<file path="src/rrts_pkg.sv">
// Package for the round-robin task scheduler: payload structs, task constants,
// controller state encoding and the task-table control struct.
// No dependencies.
package rrts_pkg;

	// Task slots; slot 0 is the idle task
	localparam int TASKS  = 5;
	localparam int TASK_W = 3;
	localparam int TICK_W = 32;

	localparam logic [TASK_W-1:0] IDLE_TASK  = TASK_W'(0);
	localparam logic [TASK_W-1:0] FIRST_TASK = TASK_W'(1);
	localparam logic [TASK_W-1:0] LAST_TASK  = TASK_W'(TASKS - 1);

	// Command codes
	localparam logic CMD_TICK  = 1'b0;
	localparam logic CMD_DELAY = 1'b1;

	typedef struct packed {
		logic              command;
		logic [TICK_W-1:0] delay_ticks;
	} cmd_t;

	typedef struct packed {
		logic [TASK_W-1:0] running_task;
		logic [TICK_W-1:0] tick_now;
	} res_t;

	// Sequencer states
	typedef enum logic [1:0] {
		ST_IDLE,
		ST_WAKE,
		ST_PICK
	} state_t;

	// Control from the sequencer to the task table
	typedef struct packed {
		logic              blk_set; // write wake tick and block the task
		logic              chk;     // compare wake tick and wake on match
		logic [TASK_W-1:0] idx;
		logic [TICK_W-1:0] val;     // wake tick to write, or tick to compare
	} tbl_ctl_t;

endpackage

</file>
<file path="src/rrts_task_table.sv">
// Task table: per-task wake ticks, blocked flags and the shared wake comparator.
// Depends on rrts_pkg.
module rrts_task_table (
	input  logic                          clk,
	input  logic                          arst_n,
	input  rrts_pkg::tbl_ctl_t            ctl,
	output logic [rrts_pkg::TASKS-1:0]    blocked
);
	import rrts_pkg::*;

	logic [TICK_W-1:0] wake_q [TASKS];
	logic [TASKS-1:0]  blocked_q;
	logic              match;

	// Shared compare: the addressed task is due at the given tick
	assign match = blocked_q[ctl.idx] && (wake_q[ctl.idx] == ctl.val);

	// Wake tick storage, written only when a task blocks
	always_ff @(posedge clk) begin
		if (ctl.blk_set) begin
			wake_q[ctl.idx] <= ctl.val;
		end
	end

	// Blocked flags; idle slot is never set by the sequencer
	always_ff @(posedge clk or negedge arst_n) begin
		if (!arst_n) begin
			blocked_q <= '0;
		end else if (ctl.blk_set) begin
			blocked_q[ctl.idx] <= 1'b1;
		end else if (ctl.chk && match) begin
			blocked_q[ctl.idx] <= 1'b0;
		end
	end

	assign blocked = blocked_q;

endmodule

</file>
<file path="src/rrts_ctrl.sv">
// Scheduler sequencer: tick count, running task, wake scan and task pick,
// result register. Depends on rrts_pkg; drives rrts_task_table.
module rrts_ctrl (
	input  logic                       clk,
	input  logic                       arst_n,
	input  logic                       cmd_valid,
	output logic                       cmd_ready,
	input  rrts_pkg::cmd_t             cmd,
	output logic                       res_valid,
	input  logic                       res_ready,
	output rrts_pkg::res_t             res,
	output rrts_pkg::tbl_ctl_t         tbl_ctl,
	input  logic [rrts_pkg::TASKS-1:0] blocked
);
	import rrts_pkg::*;

	state_t            state_q, state_d;
	logic [TICK_W-1:0] tick_q;
	logic [TASK_W-1:0] cur_q;
	logic [TASK_W-1:0] idx_q;
	logic              resched_q;
	logic              res_valid_q;
	res_t              res_q;

	logic              cmd_xfer;
	logic              load_res;
	logic              do_tick;
	logic              do_delay;
	logic [TASK_W-1:0] pick;
	logic [TASK_W:0]   sum;
	logic [TASK_W-1:0] cand;

	assign cmd_xfer = cmd_valid && cmd_ready;
	assign do_tick  = cmd_xfer && (cmd.command == CMD_TICK);
	assign do_delay = cmd_xfer && (cmd.command == CMD_DELAY) && (cur_q != IDLE_TASK);

	// Round-robin pick: rotation after the running task, idle skipped,
	// running task tried last, idle if nothing is ready
	always_comb begin
		pick = IDLE_TASK;
		sum  = '0;
		cand = '0;
		if (cur_q != IDLE_TASK && !blocked[cur_q]) begin
			pick = cur_q;
		end
		for (int k = TASKS - 1; k >= 1; k--) begin
			sum = {1'b0, cur_q} + (TASK_W+1)'(k);
			if (sum >= (TASK_W+1)'(TASKS)) begin
				sum = sum - (TASK_W+1)'(TASKS);
			end
			cand = sum[TASK_W-1:0];
			if (cand != IDLE_TASK && !blocked[cand]) begin
				pick = cand;
			end
		end
	end

	// Next state
	always_comb begin
		state_d = state_q;
		case (state_q)
			ST_IDLE: begin
				if (do_tick) begin
					state_d = ST_WAKE;
				end else if (cmd_xfer) begin
					state_d = ST_PICK;
				end
			end
			ST_WAKE: begin
				if (idx_q == LAST_TASK) begin
					state_d = ST_PICK;
				end
			end
			ST_PICK: begin
				if (load_res) begin
					state_d = ST_IDLE;
				end
			end
			default: state_d = ST_IDLE;
		endcase
	end

	// State outputs
	always_comb begin
		cmd_ready       = 1'b0;
		load_res        = 1'b0;
		tbl_ctl.blk_set = 1'b0;
		tbl_ctl.chk     = 1'b0;
		tbl_ctl.idx     = idx_q;
		tbl_ctl.val     = tick_q;
		case (state_q)
			ST_IDLE: begin
				cmd_ready       = 1'b1;
				tbl_ctl.blk_set = do_delay;
				tbl_ctl.idx     = cur_q;
				tbl_ctl.val     = tick_q + cmd.delay_ticks;
			end
			ST_WAKE: begin
				tbl_ctl.chk = 1'b1;
			end
			ST_PICK: begin
				load_res = !res_valid_q || res_ready;
			end
			default: ;
		endcase
	end

	// Sequencer registers
	always_ff @(posedge clk or negedge arst_n) begin
		if (!arst_n) begin
			state_q     <= ST_IDLE;
			tick_q      <= '0;
			cur_q       <= FIRST_TASK;
			idx_q       <= FIRST_TASK;
			resched_q   <= 1'b0;
			res_valid_q <= 1'b0;
		end else begin
			state_q <= state_d;
			if (cmd_xfer) begin
				resched_q <= do_tick || do_delay;
				idx_q     <= FIRST_TASK;
			end else if (state_q == ST_WAKE) begin
				idx_q <= idx_q + FIRST_TASK;
			end
			if (do_tick) begin
				tick_q <= tick_q + TICK_W'(1);
			end
			if (load_res && resched_q) begin
				cur_q <= pick;
			end
			if (load_res) begin
				res_valid_q <= 1'b1;
			end else if (res_ready) begin
				res_valid_q <= 1'b0;
			end
		end
	end

	// Result register
	always_ff @(posedge clk) begin
		if (load_res) begin
			res_q.running_task <= resched_q ? pick : cur_q;
			res_q.tick_now     <= tick_q;
		end
	end

	assign res_valid = res_valid_q;
	assign res       = res_q;

endmodule

</file>
<file path="src/round_robin_task_scheduler.sv">
// Round-robin task scheduler, top level.
// Tick: after the input transfer, one wake compare per non-idle task
// (ST_WAKE), then the pick (ST_PICK), held while a result is untaken.
// Delay: blocks the running task, then ST_PICK. Inputs only in ST_IDLE.
// Reset: tick count 0, task 1 running, all tasks ready; no clearing pass.
// Depends on rrts_pkg, rrts_task_table, rrts_ctrl.
module round_robin_task_scheduler (
	input  logic           clk,
	input  logic           arst_n,
	input  logic           cmd_valid,
	output logic           cmd_ready,
	input  rrts_pkg::cmd_t cmd,
	output logic           res_valid,
	input  logic           res_ready,
	output rrts_pkg::res_t res
);
	import rrts_pkg::*;

	tbl_ctl_t         tbl_ctl;
	logic [TASKS-1:0] blocked;

	// Sequencer
	rrts_ctrl u_ctrl (
		.clk       (clk),
		.arst_n    (arst_n),
		.cmd_valid (cmd_valid),
		.cmd_ready (cmd_ready),
		.cmd       (cmd),
		.res_valid (res_valid),
		.res_ready (res_ready),
		.res       (res),
		.tbl_ctl   (tbl_ctl),
		.blocked   (blocked)
	);

	// Task table with shared wake comparator
	rrts_task_table u_table (
		.clk     (clk),
		.arst_n  (arst_n),
		.ctl     (tbl_ctl),
		.blocked (blocked)
	);

endmodule

</file>
<file path="config.mk">
export PLATFORM = sky130hd
export DESIGN_NAME = round_robin_task_scheduler
export DESIGN_NICKNAME = d
export VERILOG_FILES = /design/src/rrts_pkg.sv /design/src/rrts_task_table.sv /design/src/rrts_ctrl.sv /design/src/round_robin_task_scheduler.sv
export SDC_FILE = /design/constraint.sdc
export NUM_CORES = 1
export LEC_CHECK = 0
export BUFFER_PORTS_ARGS = -buffer_cell sky130_fd_sc_hd__buf_2
export CAP_MARGIN = 20
export CORE_AREA = 2 2 172 132
export CTS_CLUSTER_SIZE = 10
export DETAILED_ROUTE_END_ITERATION = 6
export DIE_AREA = 0 0 174 134
export PLACE_DENSITY = 0.78
export SETUP_SLACK_MARGIN = 0.05
export SYNTH_ARGS = -nofsm -noshare
export SYNTH_HDL_FRONTEND = slang
export SYNTH_SLANG_ARGS = --single-unit
</file>
<file path="constraint.sdc">
create_clock -name clk -period 6.2 [get_ports clk]
set_input_delay 1.86 -clock clk [delete_from_list [all_inputs] [get_ports clk]]
set_output_delay 1.86 -clock clk [all_outputs]
set_load 0.1 [all_outputs]
</file>
==> results of run 1 <==
synthesized netlist by cell type, types with 20 or more instances:
master	number
sky130_fd_sc_hd__a21o_1	20
sky130_fd_sc_hd__a21oi_1	67
sky130_fd_sc_hd__buf_2	26
sky130_fd_sc_hd__clkbuf_1	24
sky130_fd_sc_hd__dfrtp_1	45
sky130_fd_sc_hd__edfxtp_1	195
sky130_fd_sc_hd__ha_1	42
sky130_fd_sc_hd__nand2_1	141
sky130_fd_sc_hd__nand3_1	30
sky130_fd_sc_hd__nand4_1	21
sky130_fd_sc_hd__nor2_1	60
sky130_fd_sc_hd__o21ai_0	46
sky130_fd_sc_hd__o22ai_1	30
sky130_fd_sc_hd__xnor2_1	57
worst max-delay path, stage by stage:
cell                       delay, ps
sky130_fd_sc_hd__buf_2           100
sky130_fd_sc_hd__ha_1            470
sky130_fd_sc_hd__nand4_1         260
sky130_fd_sc_hd__a211oi_1        590
sky130_fd_sc_hd__nand3_1         230
sky130_fd_sc_hd__a211o_1         320
sky130_fd_sc_hd__o211ai_1        110
sky130_fd_sc_hd__mux2i_1         520
sky130_fd_sc_hd__xnor3_1         430
sky130_fd_sc_hd__nand2b_1        230
sky130_fd_sc_hd__or4b_1          520
sky130_fd_sc_hd__a21o_1          200
cell families after synthesis:
kind of cell	Yosys count	synth area share, %
AND/OR/NAND/NOR	337	12.6
buffers and inverters	81	2.74
XOR/XNOR	77	5.40
multiplexers	31	2.55
AO/OA/AOI/OAI	314	17.1
adder cells (fa/ha/maj)	44	4.43
flip-flops	242	55.2
how the worst max path moves through the flow:
stage                     startpoint              endpoint  slack, ps  cells after the start
after floorplan            cmd_valid  u_table.wake_q[4][0]       1070                      2
final                        cmd[14]             flip-flop        780                     12
after CTS                     cmd[0]             flip-flop        930                     13
after global placement        cmd[0]             flip-flop        500                     13
after global routing          cmd[9]             flip-flop        650                     12
after detailed placement      cmd[0]             flip-flop        400                     13
cell type report:
| cell class | instances | area (µm²) |
|---|---|---|
| Tap cell | 294 | 368 |
| Sequential cell | 242 | 7030 |
| Clock buffer | 49 | 790 |
| Timing Repair Buffer | 99 | 586 |
| Clock inverter | 3 | 40.0 |
| Multi-Input combinational cell | 803 | 5420 |
| Fill cell | 1635 | 7330 |
| Inverter | 20 | 75.1 |
flip-flops by register name (all words and copies together) (netlist names), named ones only:
| signal | cells |
|---|---|
| u_table.wake_q | 160 |
| u_ctrl.res | 35 |
| u_ctrl.tick_q | 32 |
| u_ctrl.cur_q | 3 |
| u_ctrl.idx_q | 3 |
| u_ctrl.state_q | 2 |
| u_ctrl.res_valid | 1 |
| u_ctrl.resched_q | 1 |
cells in the final DEF (no fill, tap or decap), drive strengths merged, types with 6 or more instances in the layout:
cell,instances
nand2,141
o31ai,10
a221oi,11
a21oi,67
buf,99
edfxtp,195
o2111ai,6
ha,42
clkbuf,49
a211o,6
dfrtp,45
inv,20
xnor2,57
o21ai,52
and2,7
o211ai,9
a211oi,13
nor4,8
a22oi,6
nor2,60
o21a,7
a21o,20
and3,12
a31oi,9
nand4,21
nor3,15
mux2i,19
xor2,19
mux2,12
nand2b,11
o221ai,12
a32oi,7
o22ai,30
nand3,30
a311oi,18
report_power, final:
part	internal (mW)	total [mW]	switching, mW
clock network	0.860	1.50	0.635
logic	1.29	4.04	2.75
registers	2.15	2.33	0.185
total	4.30	7.87	3.57
through the flow:
| stage | instances | utilization (%) | area [µm²] | power [mW] | hold slack (ps) |
|---|---|---|---|---|---|
| finish | 1510 | 66.1 | 14300 | 7.87 | 520 |
| global route | 1510 | 66.1 | 14300 | 8.26 | 538 |
| CTS | 1508 | 66.0 | 14300 | 7.80 | 522 |
| detailed placement | 1456 | 62.1 | 13400 | 6.29 | 491 |
| global placement | 1456 | 62.1 | 13400 | 6.20 | 476 |
| floorplan | 1126 | - | 12800 | 5.27 | 449 |
per-layer routing:
layer  vias to the layer above  share of wire (%)  global-route usage [%]
met4                         0                2.3                    8.54
met1                      4799                 42                    44.0
met2                       629                 44                    43.4
met5                         -                  0                       0
met3                        71                 11                    5.95
li1                       4459                  -                       -
==> results.md, run 1 <==
- Routed vias: 9958
- Post-synth top area cell: sky130_fd_sc_hd__edfxtp_1
- Area growth from synthesis to layout: 12.2%
- Remaining DRCs: 0
- Core region area: 0.0216 mm²
- Slack of the worst reg-to-reg path: 1390 ps
- Worst-path maximum fanout: 9
- Number of buffers added by the clock tree synthesis step: 28
- Worst min-delay path category: flip-flop to flip-flop
- Mean post-synth cell area: 11.3 µm²
- Routed WL per cell: 22.5 µm
- Gate count of the mapped netlist: 1126
- Total Nets Final: 1275
- Number of enable-type register cells in the synthesized netlist: 195
- Share of layout cells above drive strength 1: 14.2%
- Sequential element share of the synthesized area: 55.2%
- Yosys top cell area share: 45.9%
- Count of nets left with antenna violations after detail routing: 0
- First-pass GRT wire length: 53000 µm
- Critical path launch point type: input pin
- Crit share post-route: 87.4%
- Number of H-tree branching levels: 1
- Worst reg2reg path startpoint: u_ctrl.state_q[0]
- Gates resized, CTS repair: 0
- Length in cells of the worst reg-to-reg path: 12
- Chip Width: 174 µm
- Actual slew at the worst max-slew pin: 1010 ps
- Final hold violations: 0
- Worst supply voltage drop on vdd: 0.000411 V
- Worst slew margin: 32.7%
- Yosys reg bits: 242
- Detailed-router iteration count before antenna repair: 5
- Hold buffers post-CTS: 0
- Vias per std cell: 6.59
- Unrepaired setup endpoints after global routing: no
- Cell depth of the worst hold path: 1
- TritonCTS clock tree: built
- Worst slack after detailed placement: 397 ps
- Static leakage: 5.37 nW
- Startpoint-to-endpoint class of the critical path: input pin to flip-flop
- Fraction of registers with async set or reset after synthesis: 19.4%
- Area enclosed by the die boundary: 0.0233 mm²
- WP data required: 6630 ps
- Biggest area contributors in the synthesized netlist: sky130_fd_sc_hd__edfxtp_1 46%, sky130_fd_sc_hd__dfrtp_1 8.8%, sky130_fd_sc_hd__nand2_1 4.1%, sky130_fd_sc_hd__ha_1 4.1%, sky130_fd_sc_hd__xnor2_1 3.9%
- Synth cell types: 85
- Worst-Skew Late Latency: 560 ps
- Run status: complete, no violations
- Antenna Cells: 0
- I/O pins: 74
- Top flip-flop cell by instance count after synthesis: sky130_fd_sc_hd__edfxtp_1
- Peak clock frequency supported by timing: 185 MHz
- Synth Net Count: 1207
- Weighted congestion reported at the end of routability-driven placement: 0.938
- Initial cell density of the core: 58.9%
- Rows: 47
- Root cell of the clock tree: sky130_fd_sc_hd__clkbuf_16
- Total Routing Usage GR: 29.3%
- Power per cell area: 550 mW/mm²
- Max Cap Violations: 0
- Final Slew Violations: 0
- Port Buffers: 73
- Sort of element at the end of the critical path: flip-flop
- Maximum number of pins on one net before global-route repair: 64
- Setup Skew: 25.2 ps
- Iteration-0 DRC count of the detailed router: 1141
- Ys Warns: 0
- Dpl hpwl: 22500 µm
- Clock period minus final worst setup slack: 5420 ps
- Leftover overflow at the end of global routing: 0
- Final Routed Wirelength: 34000 µm
- Count of final setup violators: 0
- Clock edge transition at the registers on the reported setup and hold paths: 60 ps
- CTS sink count: 242
- Number of global-route vias before repair: 9413
- Summed negative setup slack over all endpoints: 0 ps
- Chip height: 134 µm
- Final Worst Setup Slack: 784 ps
- Antenna violations before repair: 0
- Synthesized area: 0.0128 mm²
- Number of buffers inserted to repair setup after CTS: 0
- Maximum count of clock buffers along a single path: 3
- Arr. time, crit path: 5850 ps
(Power assumes the default switching activity.)
==> inputs of run 2 (changes only) <==
--- a/config.mk
+++ b/config.mk
@@ -5,13 +5,13 @@
 export SDC_FILE = /design/constraint.sdc
 export NUM_CORES = 1
 export LEC_CHECK = 0
-export BUFFER_PORTS_ARGS = -buffer_cell sky130_fd_sc_hd__buf_2
-export CAP_MARGIN = 20
+export CAP_MARGIN = 10
 export CORE_AREA = 2 2 172 132
 export CTS_CLUSTER_SIZE = 10
 export DETAILED_ROUTE_END_ITERATION = 6
 export DIE_AREA = 0 0 174 134
-export PLACE_DENSITY = 0.78
+export DONT_BUFFER_PORTS = 1
+export PLACE_DENSITY = 0.75
 export SETUP_SLACK_MARGIN = 0.05
 export SYNTH_ARGS = -nofsm -noshare
 export SYNTH_HDL_FRONTEND = slang
==> run 2 against run 1 <==
  * Routed wire length decreased by 1.2%
  * Non-clock buffer count fell by 76
  * Register-to-register slack better by 240 ps
  * Global-route usage decreased by 0.75 points
  * Die area is the same
  * Largest cell class unchanged
  * Maximum frequency rose by 1.9%
  * Core utilization is 2.0 points lower
  * Via count is 3.7% lower
  * Sequential share of layout area rose by 1.5 points
==> results.md, run 2 (synthesis gave the netlist of run 1 again) <==
- Routed vias: 9589
- Sort of element at the end of the critical path: flip-flop
- Chip height: 134 µm
- Root cell of the clock tree: sky130_fd_sc_hd__clkbuf_16
- TritonCTS clock tree: built
- Setup Skew: 15.6 ps
- Count of nets left with antenna violations after detail routing: 0
- Gates resized, CTS repair: 0
- Area enclosed by the die boundary: 0.0233 mm²
- First-pass GRT wire length: 51600 µm
- Leftover overflow at the end of global routing: 0
- CTS sink count: 242
- Maximum count of clock buffers along a single path: 3
- Commonest non-fill, non-tap cells in the layout: 195 x sky130_fd_sc_hd__edfxtp_1, 141 x sky130_fd_sc_hd__nand2_1, 67 x sky130_fd_sc_hd__a21oi_1
- Post-route cell area: 0.0139 mm²
- Unrepaired setup endpoints after global routing: no
- Crit share post-route: 85.7%
- Worst-path maximum fanout: 6
- Power per cell area: 558 mW/mm²
- Routed WL per cell: 23.4 µm
- Remaining DRCs: 0
- Summed negative setup slack over all endpoints: 0 ps
- Actual slew at the worst max-slew pin: 1170 ps
- Number of buffers added by the clock tree synthesis step: 28
- Clock period minus final worst setup slack: 5310 ps
- Count of final setup violators: 0
- Detailed-router iteration count before antenna repair: 6
- Worst-Skew Late Latency: 550 ps
- Combined flip-flop and latch cell area: 0.00703 mm²
- Critical path launch point type: input pin
- Number of H-tree branching levels: 1
- Reg with most FFs: u_table.wake_q
- Port Buffers: 0
- Core region area: 0.0216 mm²
- Share of layout cells above drive strength 1: 8.33%
- Worst Hold Slack: 501 ps
- Arr. time, crit path: 5740 ps
- Max Cap Violations: 0
- Weighted congestion reported at the end of routability-driven placement: 0.996
- Maximum number of pins on one net before global-route repair: 63
- Static leakage: 5.04 nW
- Run status: complete, no violations
- Worst min-delay path category: flip-flop to flip-flop
- Flip-flop count of the largest register, all copies and words added: 160
- Antenna violations before repair: 0
- Chip Width: 174 µm
- WP data required: 6630 ps
- Clock edge transition at the registers on the reported setup and hold paths: 50 ps
- Dpl hpwl: 22100 µm
- Multi-input gate area: 0.00542 mm²
- Number of global-route vias before repair: 9002
- Hold buffers post-CTS: 0
- Rows: 47
- Layout fillers: 1703
- Vias per std cell: 6.69
- Total Nets Final: 1199
- Area growth from synthesis to layout: 8.89%
- Final hold violations: 0
- Antenna Cells: 0
- Worst slew margin: 22.0%
- Startpoint-to-endpoint class of the critical path: input pin to flip-flop
- I/O pins: 74
- Worst supply voltage drop on vdd: 0.000316 V
- Total placed instance area: 0.0131 mm²
- Number of buffers inserted to repair setup after CTS: 0
- Most common library cell in the layout ignoring fill and taps: sky130_fd_sc_hd__edfxtp_1
- Iteration-0 DRC count of the detailed router: 1264
- Final Routed Wirelength: 33600 µm
- Peak clock frequency supported by timing: 188 MHz
- Total Routing Usage GR: 28.5%
- Initial cell density of the core: 58.9%
- Final Slew Violations: 0
==> run 2: changes by cell type in the layout (fill, tap and decap cells not counted), sizes merged <==
cell and delta:
buf -76, clkbuf +1, clkinv -1
==> run 2: worst paths after layout <==
kind / to / startpoint / depth (start not counted) / slack, ps
setup reg to reg: flip-flop / u_ctrl.state_q[0] / 13 / 1630
setup / recovery: flip-flop / cmd[0] / 12 / 890
hold / removal: flip-flop / flip-flop / 1 / 500
max in group asynchronous: u_ctrl.cur_q[0] / arst_n / 0 / 4980
min in group asynchronous: u_ctrl.tick_q[9] / arst_n / 0 / 1000
hold reg to reg: flip-flop / flip-flop / 1 / 500
==> run 2: per-layer routing <==
| metal | part of all wire (%) | vias to the layer above | wire, µm | track usage (%) |
|---|---|---|---|---|
| met5 | 0.24 | - | 80 | 2.50 |
| met4 | 2.1 | 2 | 719 | 7.28 |
| met3 | 12 | 64 | 4080 | 8.96 |
| met2 | 43 | 591 | 14500 | 41.8 |
| met1 | 42 | 4607 | 14200 | 41.3 |
| li1 | - | 4325 | - | - |
==> run 2: critical path: stages <==
cell and delay (ps):
sky130_fd_sc_hd__ha_1 210, sky130_fd_sc_hd__fa_1 420, sky130_fd_sc_hd__a21o_1 210, sky130_fd_sc_hd__a221o_1 410, sky130_fd_sc_hd__a21oi_1 560, sky130_fd_sc_hd__o21a_1 290, sky130_fd_sc_hd__o211ai_2 210, sky130_fd_sc_hd__xnor2_1 190
sky130_fd_sc_hd__nor4_1 310, sky130_fd_sc_hd__nand4_1 280, sky130_fd_sc_hd__or4b_1 600, sky130_fd_sc_hd__a21o_1 190
==> run 2: per-stage QoR <==
| step | std cells | utilization, % | worst slack [ps] | power, mW |
|---|---|---|---|---|
| CTS | 1434 | 64.2 | 1010 | 7.70 |
| detailed placement | 1382 | 60.4 | 477 | 6.19 |
| finish | 1434 | 64.2 | 886 | 7.76 |
| global route | 1434 | 64.2 | 815 | 8.14 |
| floorplan | 1126 | - | 1070 | 5.27 |
| global placement | 1382 | 60.4 | 597 | 6.13 |
==> run 2: cell type report <==
class | instances | area share [%]
timing repair buffer | 23 | 1.24
multi-input combinational | 803 | 39.0
clock buffer | 50 | 5.71
inverter | 20 | 0.541
tap | 294 | 2.65
clock inverter | 2 | 0.180
sequential | 242 | 50.7
==> run 2: where the power goes <==
group / switching (mW) / internal [mW]
logic: 2.18 / 1.23
clock network: 0.623 / 0.858
registers: 0.706 / 2.16
